$ cat src/hdl/fms_pkg.sv
// Shared types and constants for the fact mutex store.
package fms_pkg;

  localparam int FACT_W = 6;
  localparam int MASK_W = 64;

  localparam logic OP_ADD   = 1'b0;
  localparam logic OP_QUERY = 1'b1;

  localparam logic ST_OK   = 1'b0;
  localparam logic ST_FULL = 1'b1;

  typedef struct packed {
    logic              operation;
    logic [FACT_W-1:0] fact_index;
    logic              last;
  } fms_req_t;

  typedef struct packed {
    logic is_mutex;
    logic status;
  } fms_rsp_t;

endpackage

$ cat src/hdl/fms_grp_tab.sv
// Large group table: one mask per entry, registered read.
module fms_grp_tab #(
  parameter int MAX_LARGE = 16,
  parameter int AW        = 4
) (
  input  logic                       clk_i,
  input  logic [AW-1:0]              rd_addr_i,
  output logic [fms_pkg::MASK_W-1:0] rd_data_o,
  input  logic                       wr_en_i,
  input  logic [AW-1:0]              wr_addr_i,
  input  logic [fms_pkg::MASK_W-1:0] wr_data_i
);
  import fms_pkg::*;

  logic [MASK_W-1:0] mem [MAX_LARGE];
  logic [MASK_W-1:0] rd_data_q;

  always_ff @(posedge clk_i) begin
    rd_data_q <= mem[rd_addr_i];
    if (wr_en_i) begin
      mem[wr_addr_i] <= wr_data_i;
    end
  end

  assign rd_data_o = rd_data_q;

endmodule

$ cat config.mk
export PLATFORM = sky130hd
export DESIGN_NAME = fms_grp_tab
export DESIGN_NICKNAME = d
export VERILOG_FILES = /design/src/hdl/fms_pkg.sv /design/src/hdl/fms_grp_tab.sv
export SDC_FILE = /design/constraint.sdc
export NUM_CORES = 1
export LEC_CHECK = 0
export BUFFER_PORTS_ARGS = -buffer_cell sky130_fd_sc_hd__buf_2
export CAP_MARGIN = 30
export CORE_MARGIN = 3
export CORE_UTILIZATION = 50
export CTS_CLUSTER_DIAMETER = 80
export DETAILED_ROUTE_END_ITERATION = 10
export PLACE_DENSITY = 0.66
export SYNTH_ARGS = -nofsm -noshare
export SYNTH_HDL_FRONTEND = slang
export SYNTH_SLANG_ARGS = --single-unit
$ cat constraint.sdc
create_clock -name clk_i -period 8.6 [get_ports clk_i]
set_clock_uncertainty 0.2 [all_clocks]
set_input_delay 1.29 -clock clk_i [delete_from_list [all_inputs] [get_ports clk_i]]
set_output_delay 1.29 -clock clk_i [all_outputs]
set_load 0.05 [all_outputs]
== After elaboration in Yosys (flattened, before gate mapping) ==
Memories as Yosys holds them, arrays and structs flattened. A register that Yosys moved wholly into a read port is not among the register bits.
Cells that the tools add are included.
Widths: inputs -> output; s select.

* Muxes and demuxes: 2

{| class="wikitable"
|+ Operators by type and width
! operator !! number
|-
| $mux 1 || 2
|}

* Register bits after elaboration: 0
* Bits in writable memories: 1024
* Logic and storage cells: 3
* Memories: 1

{| class="wikitable"
|+ Memories
! memory !! depth !! bits a word !! read ports !! clocked after memory_dff !! write ports !! RTL line !! text
|-
| mem || 16 || 64 || 1 || 1 || 1 || fms_grp_tab.sv:15 || <nowiki>logic [MASK_W-1:0] mem [MAX_LARGE];</nowiki>
|}

== Longest topological paths before layout ==
Gate-level depths: netlist of the first run.

* Depth in word-level cells: 2
* Mapped depth: 6
* Gate-level depth less buffers: 3

== Worst setup path after synthesis of the first run ==
Ideal clock, no wire load.

* Kind: input to register
* From: in wr_addr_i[2]
* To: mem mem[0][0], enable pin
* Data required time: 7.835 ns
* Slack: 1.681 ns
* Path buffers: 0
* Setup time: 0.565 ns
* Data arrival time: 6.153 ns
* Cell stages on the path: 2
* Cells stage by stage: or3b_2 > nor3_1

{| class="wikitable"
|+ RTL lines
! item !! RTL line !! text
|-
| start, declared || fms_grp_tab.sv:10 || <nowiki>input logic [AW-1:0] wr_addr_i,</nowiki>
|-
| end, declared || fms_grp_tab.sv:15 ||
|}

No word-level cell before the write port.

== Worst setup path in the final report of the first run ==
* From: in wr_addr_i[2]
* To: mem mem[3][31], enable pin

No word-level cell before the write port.

==> out/metrics.yaml, run 1 <==
fin_area_um2: 45400
syn-instance-count: 1647
yosys.area.top_type_share_pct: 77.7
worstRegToRegCells: 3
finalCritPeriodShare_pct: 40.8
outcome: "finished, final reports clean"
cts_setup_buffers: 0
cts_made_buffers: 106
vias: 18200
clock-root-buffer: "clkbuf_16"
fmax_mhz: 285
tightestPinTransition_ns: 1.02
synth_top_cell_by_area: "edfxtp_1"
grt_start_max_net_pins: 110
power_density_nw_per_um2: 248
yosys.area_share.simple_pct: 0.942
core_um2: 78000
cp_max_fo: 45
place_ws_ns: 4.37
ctsHoldBuffers: 0
drc: 0
grt_overflow: 0
final_nets: 1927
synth_top_family_by_area: "multiplexers"
syn_area_um2: 39600
cts.path.max_buffers: 3
io-pin-count: 138
synthMuxAreaShare_pct: 14.6
wire_per_inst_um: 29.0
p_leak_uw: 0.0146
antenna_found_initial: 14
finalSetupViolations: 0
yosys.cell_types.count: 18
postRouteAntennaNets: 0
n_fill_cell: 5516
grt_usage_pct: 21.4
hold_viol: 0
die_x_um: 287
areaGrowthSynthToFinish_pct: 14.6
critPathLaunchType: "input port"
drv_cap: 0
synth-seq-cells: 1088
synth_compound_area_share_pct: 2.43
cp.required_ns: 8.67
initial_core_util_pct: 50.8
seq_area_frac_synth_pct: 80.9
hold_path.class: "flop to flop"
whs_ns: 0.461
postSynthNetCount: 1721
end_kind: "flop"
arrival_ns: 3.58
synth-xor-area-share_pct: 0
min_period_ns: 3.51
drive_gt1_share_pct: 31.9
synthAdderAreaFrac_pct: 0
final_cell_mix: "edfxtp_1 (1024), mux4_2 (256), buf_2 (135), a22oi_1 (128), clkbuf_16 (108)"
rows: 102
yosysWarnings: 0
ys_top_cells_by_area: "edfxtp_1 (78%), mux4_2 (15%), dfxtp_1 (3.2%)"
post_cts_resized: 0
dieArea_um2: 82600
die_height_um: 287
finalWeightedCongestion: 0.697
dr.pass1.iters: 5
clock_sinks: 1088
relSlewSlack_pct: 32.2
post_drt_via_cell_ratio: 6.07
wl_mm: 86.9
ctsHtreeMaxLevel: 3
hpwl_mm: 42.1
place_area_um2: 41800
clk_pin_slew_worst_paths_ns: 0.06
critical_path_class: "input port to flop"
setup_slack_ns: 5.09
setup_tns_ns: 0
rsz0062_at_grt: "no"
cts_tree: "done"
clock_latency_ns: 0.65
irDropWorstVdd_v: 0.000152
drv_slew: 0
grt_pass1_vias: 18900
syn_area_per_cell_um2: 24.0
grt_pass1_wl_mm: 128
initialDrtViolationCount: 1971
hold_path_depth: 3
final_common_cell: "edfxtp_1"
io_buffers: 137
Yosys cell counts:
cell type / count
edfxtp_1: 1024
mux4_2: 256
a22oi_1: 128
nand2_1: 65
dfxtp_1: 64
clkbuf_1: 36
buf_1: 16
buf_2: 13
buf_6: 13
nor2_1: 13
buf_4: 6
nor3_1: 4
nand2b_1: 2
nand3b_1: 2
nor2b_1: 2
and2_1: 1
nand3_1: 1
or3b_2: 1
sequential cells by signal (all words and copies together), names as in the netlist:
register and count:
mem 1024, rd_data_o 64
kinds of logic (layout without fill, tap and decap cells):
logic type,Yosys count,in the layout
compound gates,128,128
buf+inv,84,381
flops,1088,1088
mux,256,256
other cells,0,10
simple gates,91,91
path summary, 6_finish.rpt:
check / start / end / slack, ns
max: wr_addr_i[2] / mem[3][31]$_DFFE_PP_ / 5.09
min: mem[14][31]$_DFFE_PP_ / rd_data_o[31]$_DFF_P_ / 0.46
max reg2reg: mem[10][15]$_DFFE_PP_ / rd_data_o[15]$_DFF_P_ / 7.01
min reg2reg: mem[14][31]$_DFFE_PP_ / rd_data_o[31]$_DFF_P_ / 0.46
report_power, final:
part           total, uW  switching [uW]  internal [uW]
Sequential          5970            41.9           5930
Combinational        624             414            211
Clock               4660            1910           2740
through the flow:
stage	power, uW	util [%]	instances
final	11300	58.2	2994
after detailed placement	6720	53.6	2784
after global routing	11600	58.2	2988
after global placement	6690	53.3	2775
after floorplan	6480	-	1647
after CTS	11300	58.1	2983
area by class of cell:
cell class,instances,area [um^2],share of cell area (%)
clock inverters,59,598,1.32
well taps,1040,1300,2.87
multi-input cells,475,7230,15.9
flip-flops and latches,1088,32000,70.6
diodes,10,25.0,0.0551
repair buffers,182,1230,2.72
clock buffers,140,2950,6.51
worst max-delay path, stage by stage:
cell and delay, ns:
buf_2 0.12, or3b_2 0.59, nor2_4 0.70, buf_4 0.81
per-layer routing:
metal | wire length, um | up-vias | GRT usage [%]
met5 | 34 | - | 0
met4 | 1630 | 6 | 5.69
met3 | 6410 | 126 | 4.10
met2 | 42800 | 686 | 34.2
met1 | 36000 | 9854 | 30.8
li1 | - | 7489 | -
No activity file was read; power rests on OpenSTA's default activity.
==> run 2, diff against run 1 <==
==> constraint.sdc (replaced) <==
create_clock -name clk_i -period 3.25 [get_ports clk_i]
set_clock_uncertainty 0.2 [all_clocks]
set_input_delay 0.4875 -clock clk_i [delete_from_list [all_inputs] [get_ports clk_i]]
set_output_delay 0.4875 -clock clk_i [all_outputs]
set_load 0.05 [all_outputs]
==> out/metrics.yaml, run 2 (same netlist as run 1, synthesis figures left out) <==
vias: 18300
io-pin-count: 138
final_cell_mix: "edfxtp_1 (1024), mux4_2 (256), buf_2 (135), a22oi_1 (128), clkbuf_16 (108)"
ctsHtreeMaxLevel: 3
critPathLaunchType: "flop"
setup_slack_ns: 1.15
drv_cap: 0
grt_pass1_vias: 19600
tightestPinTransition_ns: 0.886
irDropWorstVdd_v: 0.000400
place_ws_ns: 0.687
crit_path_max_incr_delay_ns: 0.45
dieArea_um2: 82600
die_x_um: 287
grt_start_max_net_pins: 65
relSlewSlack_pct: 40.8
min_period_ns: 2.10
largest-register: "mem"
largest_reg_flops: 1024
drv_slew: 0
wire_per_inst_um: 27.8
die_height_um: 287
postRouteAntennaNets: 0
cp_slowest_cell: "dfxtp_1"
areaGrowthSynthToFinish_pct: 17.3
dp_cells: 2802
clock_latency_ns: 0.65
hold_viol: 0
critical_path_class: "flop to output pin"
crit_family: "flip-flops"
wl_mm: 85.2
drive_gt1_share_pct: 31.5
io_buffers: 137
core_um2: 78000
clk_pin_slew_worst_paths_ns: 0.06
n_fill_cell: 5439
hold_path.class: "input port to flop"
end_kind: "output pin"
cts_tree: "done"
drc: 0
outcome: "finished, final reports clean"
fin_cells: 3061
fmax_mhz: 476
rsz0062_at_grt: "no"
finalSetupViolations: 0
initialDrtViolationCount: 1810
cts_made_buffers: 105
crit_buf_inv: 1
power_density_nw_per_um2: 648
hpwl_mm: 42.4
post_drt_via_cell_ratio: 5.97
initial_core_util_pct: 50.8
antenna_found_initial: 7
cp.required_ns: 2.56
grt_usage_pct: 21.1
multi_input_area_um2: 7260
grt_pass1_wl_mm: 128
regArea_um2: 32000
cp_max_fo: 1
dr.pass1.iters: 5
rows: 102
final_nets: 2001
grt_overflow: 0
finalWeightedCongestion: 0.715
clock_sinks: 1088
finalCritPeriodShare_pct: 64.6
clock-root-buffer: "clkbuf_16"
cp_cell_sequence: "buf_2"
cts.path.max_buffers: 3
p_leak_uw: 0.0150
final_common_cell: "edfxtp_1"
arrival_ns: 1.41
## run 2: cell types whose count changed in the layout (fill, tap and decap cells not counted), sizes merged, moves of 4 or more
cell	delta
buf	+17
bufinv	+5
clkinv	-7
diode	-5
dlygate4sd3	+58
inv	-4
## run 2: final cells by class
class	instances	area share (%)
flip-flops and latches	1088	69.0
multi-input cells	475	15.6
well taps	1040	2.80
clock inverters	55	1.48
diodes	5	0.0269
clock buffers	141	6.26
repair buffers	257	4.82
## run 2: per-stage QoR
step | util [%] | cell area (um^2) | TNS (ns) | hold WS, ns | power, uW
6_report | 59.6 | 46400 | 0 | 0.0348 | 30100
5_1_grt | 59.5 | 46400 | 0 | 0.0194 | 31000
4_1_cts | 59.5 | 46400 | 0 | 0.00148 | 30400
3_5_place_dp | 54.2 | 42300 | 0 | 0.457 | 17800
3_3_place_gp | 54.2 | 42300 | 0 | 0.446 | 17800
2_1_floorplan | - | 39600 | -578.80 | 0.386 | 17100
## run 2: routing by layer
layer	up-vias	share of wire [%]	routed length, um	global-route usage [%]
met5	-	0.0082	7	0
met4	2	2.1	1800	6.07
met3	117	6.0	5090	3.37
met2	623	49	41600	33.2
met1	9911	43	36700	31.2
li1	7630	-	-	-
## run 2: what timing repair did
action,CTS,global route
gates resized for setup,0,0
hold buffers,58,0
setup buffers,0,0
endpoints found under the hold margin,868,0
## run 2: report_power, final
group | switching (uW) | internal (uW) | total, uW
clock network | 4990 | 7540 | 12500
registers | 102 | 15700 | 15800
logic | 1130 | 639 | 1770
total | 6220 | 23900 | 30100
## run 2: path summary, 6_finish.rpt
check / start / endpoint / slack (ns) / cells past startpoint
hold / removal: wr_data_i[50] / mem[9][50]$_DFFE_PP_ / 0.03 / 1
setup / recovery: rd_data_o[16]$_DFF_P_ / rd_data_o[16] / 1.15 / 1
hold reg to reg: mem[4][56]$_DFFE_PP_ / rd_data_o[56]$_DFF_P_ / 0.46 / 3
setup reg to reg: mem[0][15]$_DFFE_PP_ / rd_data_o[15]$_DFF_P_ / 1.63 / 3
==> run 3, diff against run 2 <==
--- a/config.mk
+++ b/config.mk
@@ -11,7 +11,7 @@
 export CORE_UTILIZATION = 50
 export CTS_CLUSTER_DIAMETER = 80
 export DETAILED_ROUTE_END_ITERATION = 10
-export PLACE_DENSITY = 0.66
+export PLACE_DENSITY = 0.69
 export SYNTH_ARGS = -nofsm -noshare
 export SYNTH_HDL_FRONTEND = slang
 export SYNTH_SLANG_ARGS = --single-unit
==> constraint.sdc (replaced) <==
create_clock -name clk_i -period 1.8 [get_ports clk_i]
set_clock_uncertainty 0.2 [all_clocks]
set_input_delay 0.27 -clock clk_i [delete_from_list [all_inputs] [get_ports clk_i]]
set_output_delay 0.27 -clock clk_i [all_outputs]
set_load 0.05 [all_outputs]
==> out/metrics.yaml, run 3 (same netlist as run 1, synthesis figures left out) <==
die_x_um: 287
dr.pass1.iters: 5
wire_per_inst_um: 27.7
critPathLaunchType: "input port"
dp_cells: 2909
antenna_found_initial: 11
final_nets: 2118
io-pin-count: 138
final_common_cell: "edfxtp_1"
largest_reg_flops: 1024
internal_power_uw: 43600
min-delay-start: "wr_addr_i[2]"
r2r_slack_ns: 0.19
grt_start_max_net_pins: 49
largest-register: "mem"
tightestPinTransition_ns: 0.323
arrival_ns: 1.89
hold_path.class: "input port to flop"
hold_path_depth: 4
power.share.sequential_pct: 51.6
rsz0062_at_grt: "yes"
post_drt_via_cell_ratio: 5.92
cp.required_ns: 1.92
rows: 102
die_height_um: 287
n_fill_cell: 5105
drv_slew: 0
postRouteAntennaNets: 0
power_density_nw_per_um2: 1140
min_to: "mem[3][46]$_DFFE_PP_"
core_um2: 78000
wl_mm: 88.1
grt_pass1_wl_mm: 133
fin_area_um2: 48300
r2r-start: "mem[11][54]$_DFFE_PP_"
initial_core_util_pct: 50.8
hold_viol: 0
ctsHtreeMaxLevel: 3
end_kind: "flop"
relSlewSlack_pct: 78.5
cp_max_fo: 39
fin_cells: 3182
io_buffers: 137
combinationalPowerShare_pct: 6.3
fmax_mhz: 566
irDropWorstVdd_v: 0.000769
drive_gt1_share_pct: 35.6
cts_tree: "done"
power.share.clock_pct: 42.1
clock-root-buffer: "clkbuf_16"
critical_path_class: "input port to flop"
cts.path.max_buffers: 3
clock_sinks: 1088
clk_pin_slew_worst_paths_ns: 0.06
areaGrowthSynthToFinish_pct: 22.1
cts_setup_buffers: 0
vias: 18800
drc: 0
dieArea_um2: 82600
finalSetupViolations: 0
whs_ns: 0.0652
clock_latency_ns: 0.67
initialDrtViolationCount: 1855
switchingPower_uw: 11700
worstRegToRegCells: 3
min_period_ns: 1.77
worst_r2r_endpoint: "rd_data_o[54]$_DFF_P_"
grt_overflow: 0
p_leak_uw: 0.0159
finalCritPeriodShare_pct: 98.2
cts_made_buffers: 107
final_cell_mix: "edfxtp_1 (1024), mux4_2 (256), a22oi_1 (126), buf_2 (113), clkbuf_16 (107)"
switching_share_pct: 21.2
hpwl_mm: 49.8
grt_usage_pct: 21.8
drv_cap: 0
grt_pass1_vias: 20100
outcome: "finished, final reports clean"
place_area_um2: 43800
finalWeightedCongestion: 0.759
## run 3: repair_timing
| action | CTS | global route |
|---|---|---|
| resized for setup | 34 | 7 |
| hold buffers | 66 | 0 |
| endpoints found under the hold margin | 1026 | 0 |
| endpoints found under the setup margin | 21 | 9 |
## run 3: how the worst max path moves through the flow
stage,startpoint,end,slack [ns],cells past startpoint
after floorplan,wr_addr_i[2],mem[0][0]$_DFFE_PP_,-1.14,2
after global placement,rd_addr_i[0],rd_data_o[50]$_DFF_P_,-0.30,6
after detailed placement,rd_addr_i[0],rd_data_o[50]$_DFF_P_,-0.30,6
after CTS,rd_data_o[19]$_DFF_P_,rd_data_o[19],0.0006,1
after global routing,rd_addr_i[1],rd_data_o[21]$_DFF_P_,-0.02,7
final,wr_addr_i[1],mem[7][39]$_DFFE_PP_,0.03,5
## run 3: per-stage QoR
stage	TNS [ns]	setup WS (ns)	power [uW]	util [%]
2_1_floorplan	-805.56	-1.14	31000	-
3_5_place_dp	-53.46	-0.305	32400	56.2
5_1_grt	-0.0230	-0.0176	57000	62.0
3_3_place_gp	-47.91	-0.304	32300	56.2
4_1_cts	0	0.000625	55700	61.9
6_report	0	0.0324	55300	62.0
## run 3: power by group through the flow
stage,Clock (uW),Combinational (uW),Sequential (uW)
6_report,23300,3490,28500
5_1_grt,24700,3700,28600
4_1_cts,23700,3520,28500
3_5_place_dp,0,3330,29100
3_3_place_gp,0,3260,29000
2_1_floorplan,0,1370,29600
## run 3: layer usage
| metal | up-vias | track usage [%] | part of all wire [%] |
|---|---|---|---|
| li1 | 7869 | - | - |
| met1 | 10000 | 30.6 | 40 |
| met2 | 781 | 36.0 | 50 |
| met3 | 145 | 3.76 | 7.5 |
| met4 | 14 | 5.93 | 2.2 |
| met5 | - | 0 | 0.099 |
## run 3: area by class of cell
class	instances	area (um^2)	share of cell area (%)
diodes	5	12.5	0.0259
clock buffers	127	2790	5.78
clock inverters	75	937	1.94
multi-input cells	475	7300	15.1
flip-flops and latches	1088	32000	66.3
well taps	1040	1300	2.69
repair buffers	372	3940	8.15
## run 3: worst max-delay path, cell delays in order
cell and delay [ns]:
dlygate4sd3_1 0.61, buf_2 0.26, nand2_2 0.19, nor2_4 0.21
buf_12 0.31
