--- src/hdl/fms_pkg.sv ---
// Shared types and constants for the fact mutex store.
package fms_pkg;

  localparam int FACT_W = 6;
  localparam int MASK_W = 64;

  localparam logic OP_ADD   = 1'b0;
  localparam logic OP_QUERY = 1'b1;

  localparam logic ST_OK   = 1'b0;
  localparam logic ST_FULL = 1'b1;

  typedef struct packed {
    logic              operation;
    logic [FACT_W-1:0] fact_index;
    logic              last;
  } fms_req_t;

  typedef struct packed {
    logic is_mutex;
    logic status;
  } fms_rsp_t;

endpackage

--- src/hdl/fms_and_unit.sv ---
// Shared mask unit: flags when two 64-bit masks have no common bit.
module fms_and_unit (
  input  logic [fms_pkg::MASK_W-1:0] opa_i,
  input  logic [fms_pkg::MASK_W-1:0] opb_i,
  output logic                       zero_o
);
  import fms_pkg::*;

  assign zero_o = ((opa_i & opb_i) == '0);

endmodule

--- config.mk ---
export PLATFORM = sky130hd
export DESIGN_NAME = fms_and_unit
export DESIGN_NICKNAME = d
export VERILOG_FILES = /design/src/hdl/fms_pkg.sv /design/src/hdl/fms_and_unit.sv
export SDC_FILE = /design/constraint.sdc
export NUM_CORES = 1
export LEC_CHECK = 0
export BUFFER_PORTS_ARGS = -buffer_cell sky130_fd_sc_hd__clkbuf_2
export CAP_MARGIN = 20
export CORE_AREA = 2 2 50 52
export DETAILED_ROUTE_END_ITERATION = 10
export DIE_AREA = 0 0 52 54
export PLACE_DENSITY = 0.78
export RECOVER_POWER = 25
export SETUP_SLACK_MARGIN = 0.3
export SLEW_MARGIN = 20
export SYNTH_ARGS = -nofsm -noshare
export SYNTH_HDL_FRONTEND = slang
export SYNTH_SLANG_ARGS = --single-unit
export TNS_END_PERCENT = 20
--- constraint.sdc ---
create_clock -name vclk -period 1.4
set_clock_uncertainty 0.15 [all_clocks]
set_input_delay 0.14 -clock vclk [all_inputs]
set_output_delay 0.14 -clock vclk [all_outputs]
set_load 0.01 [all_outputs]
Word-level counts from Yosys, hierarchy flattened:

Index checks and enable logic that the tools add are counted.
W data, S select, Z words.

* register bits after elaboration: 0
* bits of input ports: 128
* output and inout bits: 1
* word-level logic and storage cells: 2

* bitwise gates (word level): 1
* reduce and logical (&&, ||, !) cells: 1

Operator list (number)
* $and A64 B64 Y64: 1
* $logic_not A64 Y1: 1

Depth between registers and ports, before layout:

Gate-level depths: netlist of the first run.

* word-level depth: 2
* depth in mapped cells: 4
* gate-level depth less buffers: 4

Least setup slack after synthesis of the first run:

No wires, ideal clock.

* path type: input to output
* start: input port opa_i[22] in the netlist's numbering
* end: output port zero_o
* buffers on the path: 0
* data arrival time: 1.013 ns
* stages: 4
* data required time: 1.110 ns
* slack: 0.097 ns
* cell sequence: a22o_1 -> a221oi_2 -> nand4_1 -> nor4_2

* cells in the longest elaborated chain, start to end: 2

RTL lines
* from (decl): RTL line fms_and_unit.sv:3 `input logic [fms_pkg::MASK_W-1:0] opa_i,`
* $and A64 B64 Y64: RTL line fms_and_unit.sv:9 `assign zero_o = ((opa_i & opb_i) == '0);`
* $logic_not A64 Y1: RTL line fms_and_unit.sv:9
* to (decl): RTL line fms_and_unit.sv:5 `output logic zero_o`

Every way passes these cells.

Final worst setup path of the first run:

* start: input port opa_i[13] in the netlist's numbering
* end: output port zero_o

Same word-level chain as after synthesis.

==> run metrics, run 1 <==
layout cell share with drive strength beyond 1=0.867; unrepaired setup endpoints after global routing=yes; Mapped Cells=37; sequential share of power=0; largest net degree at the start of global routing=2; Syn. warnings=0; highest clock rate=666 MHz; die height=54 microns; Arrival @ worst endpoint=1.21 ns; internal power=0.186 mW; Die Footprint=0.00281 sq mm; power dissipated by switching net loads=~0.094 mW; result of the run=complete, but fails checks; critical path peak fanout=1; worst min-delay path category=in -> out; share of the clock period used by the worst path=1.07; final critical-path required period=1.50 ns; crit path capture type=primary output; Hold Violations, Final=0; final routed wire length divided by cell count=between 10 and 15 microns; combinational share of power=1.000; measured slew at the worst slew-check pin=0.251 ns; pins over their slew limit=0; GRT Resource Usage Total=0.128; die boundary width=52 microns; vias post-DR=931; via density per instance=4.75; relative slew slack=0.833; post-cts hold buffer count=0; min setup slack post-route=-0.102 ns; cell area after synthesis=368 sq um; Sequential Area=0 sq um; PnR Total Power=~0.28 mW; Setup-failing EPs final=1; global route total overflow=0; number of nets with antenna violations after routing=0; power per standard cell area=between 200 and 300 mW/mm^2; number of placement rows=18; core outline area=0.00232 sq mm; number of nets in the finished design=296; worst IR drop on VDD=0.136 mV; detailed-route wire length=2150 microns; wire length of the first global-routing pass=2840 microns; HPWL Detailed=2020 microns; proportion of total power due to net switching=0.336; data required time of the worst path=1.11 ns; Setup CP Type=in -> out; Util after Layout=0.469; critical path startpoint category=input pin; synthesized area per cell=between 9 and 10 sq um; Leak Pwr=0.655 nW; initial drt markers=3; number of sequential cells=0; placer's final routability congestion estimate=0.705; number of distinct library cell variants in the gate-level netlist after synthesis=5; max cap viols=0; number of antenna violations at the first check in global routing=0; starting density of the core=0.159; part of the power in the clock network=0; vias in the first global route=815; number of I/O port buffers=129; Worst Hold Margin=between 0.5 and 0.6 ns; diodes inserted=0; I/O pin cnt=129; Pre-antenna DRT Iters=4; failing checks=setup timing; area overhead of the layout relative to synthesis=196%; sequential element share of the synthesized area=0; nets in the synthesized netlist=165; residual DRC count=0; Clock buffer cells=0
==> power by group through the flow <==
stage	combinational [mW]	sequential (mW)	clock (mW)
2_1_floorplan	0.0741	0	0
3_3_place_gp	0.262	0	0
3_5_place_dp	0.266	0	0
4_1_cts	0.280	0	0
5_1_grt	0.308	0	0
6_report	0.281	0	0
==> cells by family after synthesis <==
logic type,Yosys count,share of synthesized area
AOI/OAI and AO/OA,32,0.898
and+or+nand+nor,5,0.102
==> worst paths after layout <==
path | from | end | cells past startpoint
worst max-delay path | opa_i[13] | zero_o | 6
worst min-delay path | opb_i[49] | zero_o | 5
==> worst max-delay path, stage by stage <==
cell and delay (ns):
sky130_fd_sc_hd__clkbuf_2 0.08, sky130_fd_sc_hd__a22o_1 0.22, sky130_fd_sc_hd__a221oi_2 0.19, sky130_fd_sc_hd__nand4_1 0.14, sky130_fd_sc_hd__nor4_2 0.27, sky130_fd_sc_hd__buf_2 0.17
==> timing repair <==
action | CTS | global route
setup endpoints to repair | 1 | 1
gates cloned | 0 | 0
pin swaps | 4 | 2
buffers inserted | 0 | 0
gates resized for setup | 5 | 2
==> cell usage after synthesis <==
library cell | instances | area [sq um]
sky130_fd_sc_hd__a221oi_1 | 8 | 70.1
sky130_fd_sc_hd__a221oi_2 | 8 | 120
sky130_fd_sc_hd__a22o_1 | 16 | 140
sky130_fd_sc_hd__nand4_1 | 4 | 25.0
sky130_fd_sc_hd__nor4_2 | 1 | 12.5
==> through the flow <==
stage	area (sq um)	std cells	setup TNS (ns)	setup WS [ns]
after floorplan	368	37	0	0.0971
after global placement	1050	196	-0.180	-0.180
after detailed placement	1050	196	-0.176	-0.176
after CTS	1080	196	-0.153	-0.153
after global routing	1090	196	-0.204	-0.204
final	1090	196	-0.102	-0.102
==> routing by layer <==
layer / share of wire / track usage / vias up
met2: 0.56 / 0.302 / 75
met1: 0.31 / 0.124 / 397
li1: - / - / 459
met4: 0 / 0 / 0
met3: 0.12 / 0.00278 / 0
met5: 0 / 0 / -
==> placed cells by master (no fill, tap or decap) <==
master	Yosys	final
sky130_fd_sc_hd__a22o_1	16	16
sky130_fd_sc_hd__nor4_2	1	1
sky130_fd_sc_hd__nand4_1	4	4
sky130_fd_sc_hd__buf_2	0	1
sky130_fd_sc_hd__a221oi_1	8	2
sky130_fd_sc_hd__clkbuf_2	0	128
sky130_fd_sc_hd__a221oi_2	8	14
==> cell type report <==
| type | instances | area [sq um] |
|---|---|---|
| multi-input cells | 37 | 405 |
| well taps | 30 | 37.5 |
| fillers | 256 | 1230 |
| repair buffers | 129 | 646 |
Note: power is estimated with default switching activity, not from simulation.
==> inputs of run 2 (changes only) <==
--- a/config.mk
+++ b/config.mk
@@ -5,12 +5,13 @@
 export SDC_FILE = /design/constraint.sdc
 export NUM_CORES = 1
 export LEC_CHECK = 0
+export ABC_AREA = 1
 export BUFFER_PORTS_ARGS = -buffer_cell sky130_fd_sc_hd__clkbuf_2
 export CAP_MARGIN = 20
-export CORE_AREA = 2 2 50 52
+export CORE_MARGIN = 1
+export CORE_UTILIZATION = 21
 export DETAILED_ROUTE_END_ITERATION = 10
-export DIE_AREA = 0 0 52 54
-export PLACE_DENSITY = 0.78
+export PLACE_DENSITY = 0.83
 export RECOVER_POWER = 25
 export SETUP_SLACK_MARGIN = 0.3
 export SLEW_MARGIN = 20
==> run metrics, run 2 <==
highest clock rate=873 MHz (+31%); wire length of the first global-routing pass=3330 microns (+17%); Setup CP Type=in -> out; Arrival @ worst endpoint=0.86 ns (-0.35 ns); final critical-path required period=1.15 ns (-0.356 ns); Cell Chain, Critical Path=clkbuf_2, nand2_1, nand2_1, nor2_1, nand2_1, nor2_1, nand2_1, nor2_1, buf_2; number of nets with antenna violations after routing=0 (unchanged); residual DRC count=0 (unchanged); diodes inserted=0 (unchanged); via density per instance=4.00 (-16%); critical path peak fanout=1 (unchanged); final routed wire length divided by cell count=7.17 microns (-35%); Pre-antenna DRT Iters=2 (-2); number of sequential cells=0 (unchanged); number of antenna violations at the first check in global routing=0 (unchanged); number of nets in the finished design=386 (+30%); post-CTS setup repair buffer count=0 (unchanged); number of I/O port buffers=129 (unchanged); sequential element share of the synthesized area=0 (unchanged); layout cell share with drive strength beyond 1=0.508 (-0.360); top-area cell type share of the netlist area=0.835 (+0.454); Fillers=237 (-7.4%); Mapped Cells=127 (+240%); power per standard cell area=229 mW/mm^2 (-11%); Setup-failing EPs final=0 (-1); vias post-DR=1131 (+21%); Hold Violations, Final=0 (unchanged); end of the critical path=zero_o; cell area after synthesis=477 sq um (+30%); measured slew at the worst slew-check pin=0.0930 ns (-0.158 ns); number of instances on the worst hold path=9 (+4); Worst path depth=9 (+3); critical path startpoint category=input pin; share of the clock period used by the worst path=0.818 (-0.254); initial drt markers=2 (-1); most frequent cells after synthesis=sky130_fd_sc_hd__nand2_1 (106), sky130_fd_sc_hd__nor2_1 (21); Clock buffer cells=0 (unchanged); worst min-delay path category=in -> out; Setup TNS=0 ns (+0.102 ns); cells taking the most area after synthesis=sky130_fd_sc_hd__nand2_1 (83%), sky130_fd_sc_hd__nor2_1 (17%); Syn. warnings=0 (unchanged); post-placement cell area=0.00116 sq mm (+10%); worst IR drop on VDD=0.133 mV (-2.4%); Critical Path Source=opa_i[8]; Leak Pwr=0.861 nW (+31%); Top delay family on crit path=simple AND/OR/NAND/NOR gates; post-layout instance count excluding filler cells=283 (+44%); number of placement rows=16 (-2); max cap viols=0 (unchanged); GRT Resource Usage Total=0.162 (+0.0344); placer's final routability congestion estimate=0.723 (+2.6%); pins over their slew limit=0 (unchanged); post-cts hold buffer count=0 (unchanged); crit path capture type=primary output; relative slew slack=0.938 (+0.105); most used cells in the layout excluding fill and tap cells=sky130_fd_sc_hd__clkbuf_2 (128), sky130_fd_sc_hd__nand2_1 (106), sky130_fd_sc_hd__nor2_1 (20); die height=49.6 microns (-8.1%); data required time of the worst path=1.11 ns (about the same); number of placed cells counting well taps=283 (+44%); number of distinct library cell variants in the gate-level netlist after synthesis=2 (-3); nets in the synthesized netlist=255 (+55%); area overhead of the layout relative to synthesis=143%; cell occurring most often along the worst timing path=sky130_fd_sc_hd__nand2_1; core outline area=0.00204 sq mm (-12%); unrepaired setup endpoints after global routing=yes; I/O pin cnt=129 (unchanged); Sequential Area=0 sq um (unchanged); HPWL Detailed=2010 microns (-0.54%); most frequent standard cell in the layout excluding fill and tap cells=sky130_fd_sc_hd__clkbuf_2; die boundary width=49.6 microns (-4.5%); Die Footprint=0.00246 sq mm (-12%); vias in the first global route=959 (+18%); most frequent cell after synthesis=sky130_fd_sc_hd__nand2_1; cell with the biggest individual delay on the critical path=sky130_fd_sc_hd__buf_2; detailed-route wire length=2030 microns (-5.8%); library cell occupying the most area in the post-synthesis netlist=sky130_fd_sc_hd__nand2_1; number of buffers and inverters on the critical path=2 (unchanged); global route total overflow=0 (unchanged); largest net degree at the start of global routing=2 (unchanged); result of the run=completed; post-route standard cell area excluding fillers=0.00116 sq mm (+6.4%); maximum cell stage delay along the critical path=0.14 ns (-0.13 ns); starting density of the core=0.233 (+0.0749); synthesized area per cell=3.75 sq um (-62%)
## run 2: worst min path at each step
stage               from     end  slack, ns
2_1_floorplan  opb_i[28]  zero_o       0.40
3_3_place_gp    opb_i[2]  zero_o       0.62
3_5_place_dp    opb_i[4]  zero_o       0.61
4_1_cts        opb_i[26]  zero_o       0.61
5_1_grt        opb_i[34]  zero_o       0.69
6_report       opb_i[26]  zero_o       0.61
## run 2: cell families (layout without fill, tap and decap cells)
logic type / Yosys count / after routing / synth area share
AND/OR/NAND/NOR: 127 / 127 / 1.00
buffers and inverters: 0 / 129 / 0
## run 2: power breakdown
group | switching [mW] | internal [mW]
clock | 0 | 0
combinational | 0.0965 | 0.169
sequential | 0 | 0
## run 2: what timing repair did
action	4_1_cts	5_1_grt
setup endpoints to repair	1	1
gates resized for setup	0	2
pin swaps	9	1
## run 2: through the flow
| step | worst slack, ns | utilization | power (mW) | hold WS (ns) |
|---|---|---|---|---|
| 6_report | 0.254 | 0.567 | 0.265 | 0.612 |
| 5_1_grt | 0.105 | 0.567 | 0.307 | 0.686 |
| 4_1_cts | 0.216 | 0.566 | 0.269 | 0.614 |
| 3_5_place_dp | 0.207 | 0.566 | 0.268 | 0.613 |
| 3_3_place_gp | 0.215 | 0.566 | 0.264 | 0.615 |
| 2_1_floorplan | 0.430 | - | 0.0887 | 0.399 |
## run 2: cell type report
cell class / instances / area [sq um] / share of cell area
Tap cell: 27 / 33.8 / 0.0292
Timing Repair Buffer: 129 / 646 / 0.557
Multi-Input combinational cell: 127 / 479 / 0.414
## run 2: layer usage
| layer | global-route usage | vias to the layer above | share of wire |
|---|---|---|---|
| met5 | 0 | - | 0 |
| li1 | - | 639 | - |
| met4 | 0.0238 | 0 | 0.0094 |
| met3 | 0.0185 | 2 | 0.11 |
| met1 | 0.159 | 425 | 0.34 |
| met2 | 0.351 | 65 | 0.53 |
==> inputs of run 3 (changes only) <==
--- a/config.mk
+++ b/config.mk
@@ -5,13 +5,13 @@
 export SDC_FILE = /design/constraint.sdc
 export NUM_CORES = 1
 export LEC_CHECK = 0
-export ABC_AREA = 1
+export ABC_AREA = 0
 export BUFFER_PORTS_ARGS = -buffer_cell sky130_fd_sc_hd__clkbuf_2
 export CAP_MARGIN = 20
 export CORE_MARGIN = 1
-export CORE_UTILIZATION = 21
+export CORE_UTILIZATION = 16
 export DETAILED_ROUTE_END_ITERATION = 10
-export PLACE_DENSITY = 0.83
+export PLACE_DENSITY = 0.8
 export RECOVER_POWER = 25
 export SETUP_SLACK_MARGIN = 0.3
 export SLEW_MARGIN = 20
==> constraint.sdc (replaced) <==
create_clock -name vclk -period 1
set_clock_uncertainty 0.15 [all_clocks]
set_input_delay 0.1 -clock vclk [all_inputs]
set_output_delay 0.1 -clock vclk [all_outputs]
set_load 0.01 [all_outputs]
==> run metrics, run 3 (synthesized netlist as in run 1, its figures left out) <==
HPWL Detailed=2090 microns (+4.0%); critical path startpoint category=input pin; Setup WS pre-CTS=-0.527 ns (-0.734 ns); vias in the first global route=898 (-6.4%); Pre-antenna DRT Iters=1 (-1); via density per instance=4.82 (+21%); detailed-route wire length=2140 microns (+5.3%); residual DRC count=0 (unchanged); Clock buffer cells=0 (unchanged); most used cells in the layout excluding fill and tap cells=sky130_fd_sc_hd__clkbuf_2 (127), sky130_fd_sc_hd__a22o_1 (16), sky130_fd_sc_hd__a221oi_2 (12); pins over their slew limit=0 (unchanged); post-cts hold buffer count=0 (unchanged); Critical Path Source=opb_i[10]; starting density of the core=0.178 (-0.0551); placer's final routability congestion estimate=0.714 (-1.2%); number of I/O port buffers=129 (unchanged); power per standard cell area=358 mW/mm^2 (+56%); result of the run=complete, but fails checks; Sequential Area=0 sq um (unchanged); PnR Total Power=0.386 mW (+45%); number of antenna violations at the first check in global routing=0 (unchanged); layer with the highest usage=met2; layout cell share with drive strength beyond 1=0.855 (+0.348); number of instances on the worst hold path=5 (-4); Setup TNS=-0.451 ns (-0.451 ns); Setup CP Type=in -> out; number of placement rows=16 (unchanged); max cap viols=0 (unchanged); wire length of the first global-routing pass=3220 microns (-3.5%); crit path capture type=primary output; worst min-delay path category=in -> out; area overhead of the layout relative to synthesis=193%; highest clock rate=689 MHz; most frequent standard cell in the layout excluding fill and tap cells=sky130_fd_sc_hd__clkbuf_2; post-layout instance count excluding filler cells=193 (-32%); Worst Hold Margin=0.444 ns (-0.168 ns); Arrival @ worst endpoint=1.20 ns (+0.34 ns); die boundary width=50.0 microns (+0.61%); relative slew slack=0.835 (-0.103); failing checks=setup timing; share of the clock period used by the worst path=1.45; Die Footprint=0.00250 sq mm (+1.2%); unrepaired setup endpoints after global routing=yes; GRT Resource Usage Total=0.158 (-0.00380); core outline area=0.00206 sq mm (+0.98%); number of nets in the finished design=296 (-23%); critical path peak fanout=1 (unchanged); Hold Violations, Final=0 (unchanged); end of the critical path=zero_o; data required time of the worst path=0.75 ns (-0.36 ns); largest net degree at the start of global routing=2 (unchanged); final critical-path required period=1.45 ns; met2 global-route usage=0.356 (+0.00450); worst IR drop on VDD=0.180 mV (+36%); Leak Pwr=0.654 nW (-24%); number of nets with antenna violations after routing=0 (unchanged); number of placed cells counting well taps=193 (-32%); min setup slack post-route=-0.451 ns (-0.706 ns); vias post-DR=931 (-18%); met3 global-route usage=0.0185 (unchanged); final routed wire length divided by cell count=11.1 microns (+54%); measured slew at the worst slew-check pin=0.248 ns (+0.155 ns); number of sequential cells=0 (unchanged); I/O pin cnt=129 (unchanged); die height=50.0 microns (+0.61%); initial drt markers=0 (-2); diodes inserted=0 (unchanged); Setup-failing EPs final=1 (+1); met1 track demand over resource=0.141 (-0.0180); global route total overflow=0 (unchanged)
[run 3: final cells by class]
type,instances,area [sq um]
fillers,198,983
well taps,27,33.8
repair buffers,129,652
multi-input cells,37,393
[run 3: layer usage]
metal  up-vias  wire length, microns  part of all wire
met5         -                     0                 0
met2        71                  1220              0.57
li1        459                     -                 -
met3         6                   220              0.10
met4         0                    44             0.021
met1       395                   649              0.30
[run 3: where the power goes]
group | total (mW) | internal [mW] | switching [mW]
sequential | 0 | 0 | 0
combinational | 0.386 | 0.260 | 0.125
clock | 0 | 0 | 0
total | 0.386 | 0.260 | 0.125
[run 3: worst min path at each step]
stage / from / end
floorplan: opb_i[59] / zero_o
CTS: opb_i[62] / zero_o
finish: opb_i[43] / zero_o
global route: opb_i[57] / zero_o
global placement: opb_i[61] / zero_o
detailed placement: opa_i[61] / zero_o
[run 3: timing repair]
action / CTS / global route
pin swaps: 3 / 4
gates resized for setup: 4 / 2
setup buffers: 0 / 0
setup endpoints to repair: 1 / 1
[run 3: stage by stage]
| stage | area [sq um] | util |
|---|---|---|
| 6_report | 1080 | 0.523 |
| 5_1_grt | 1080 | 0.523 |
| 4_1_cts | 1070 | 0.520 |
| 3_5_place_dp | 1050 | 0.508 |
| 3_3_place_gp | 1050 | 0.508 |
| 2_1_floorplan | 368 | - |
[run 3: critical path, stage by stage]
cell	delay, ns
sky130_fd_sc_hd__clkbuf_2	0.08
sky130_fd_sc_hd__a22o_1	0.22
sky130_fd_sc_hd__a221oi_2	0.18
sky130_fd_sc_hd__nand4_1	0.15
sky130_fd_sc_hd__nor4_2	0.30
sky130_fd_sc_hd__buf_2	0.18
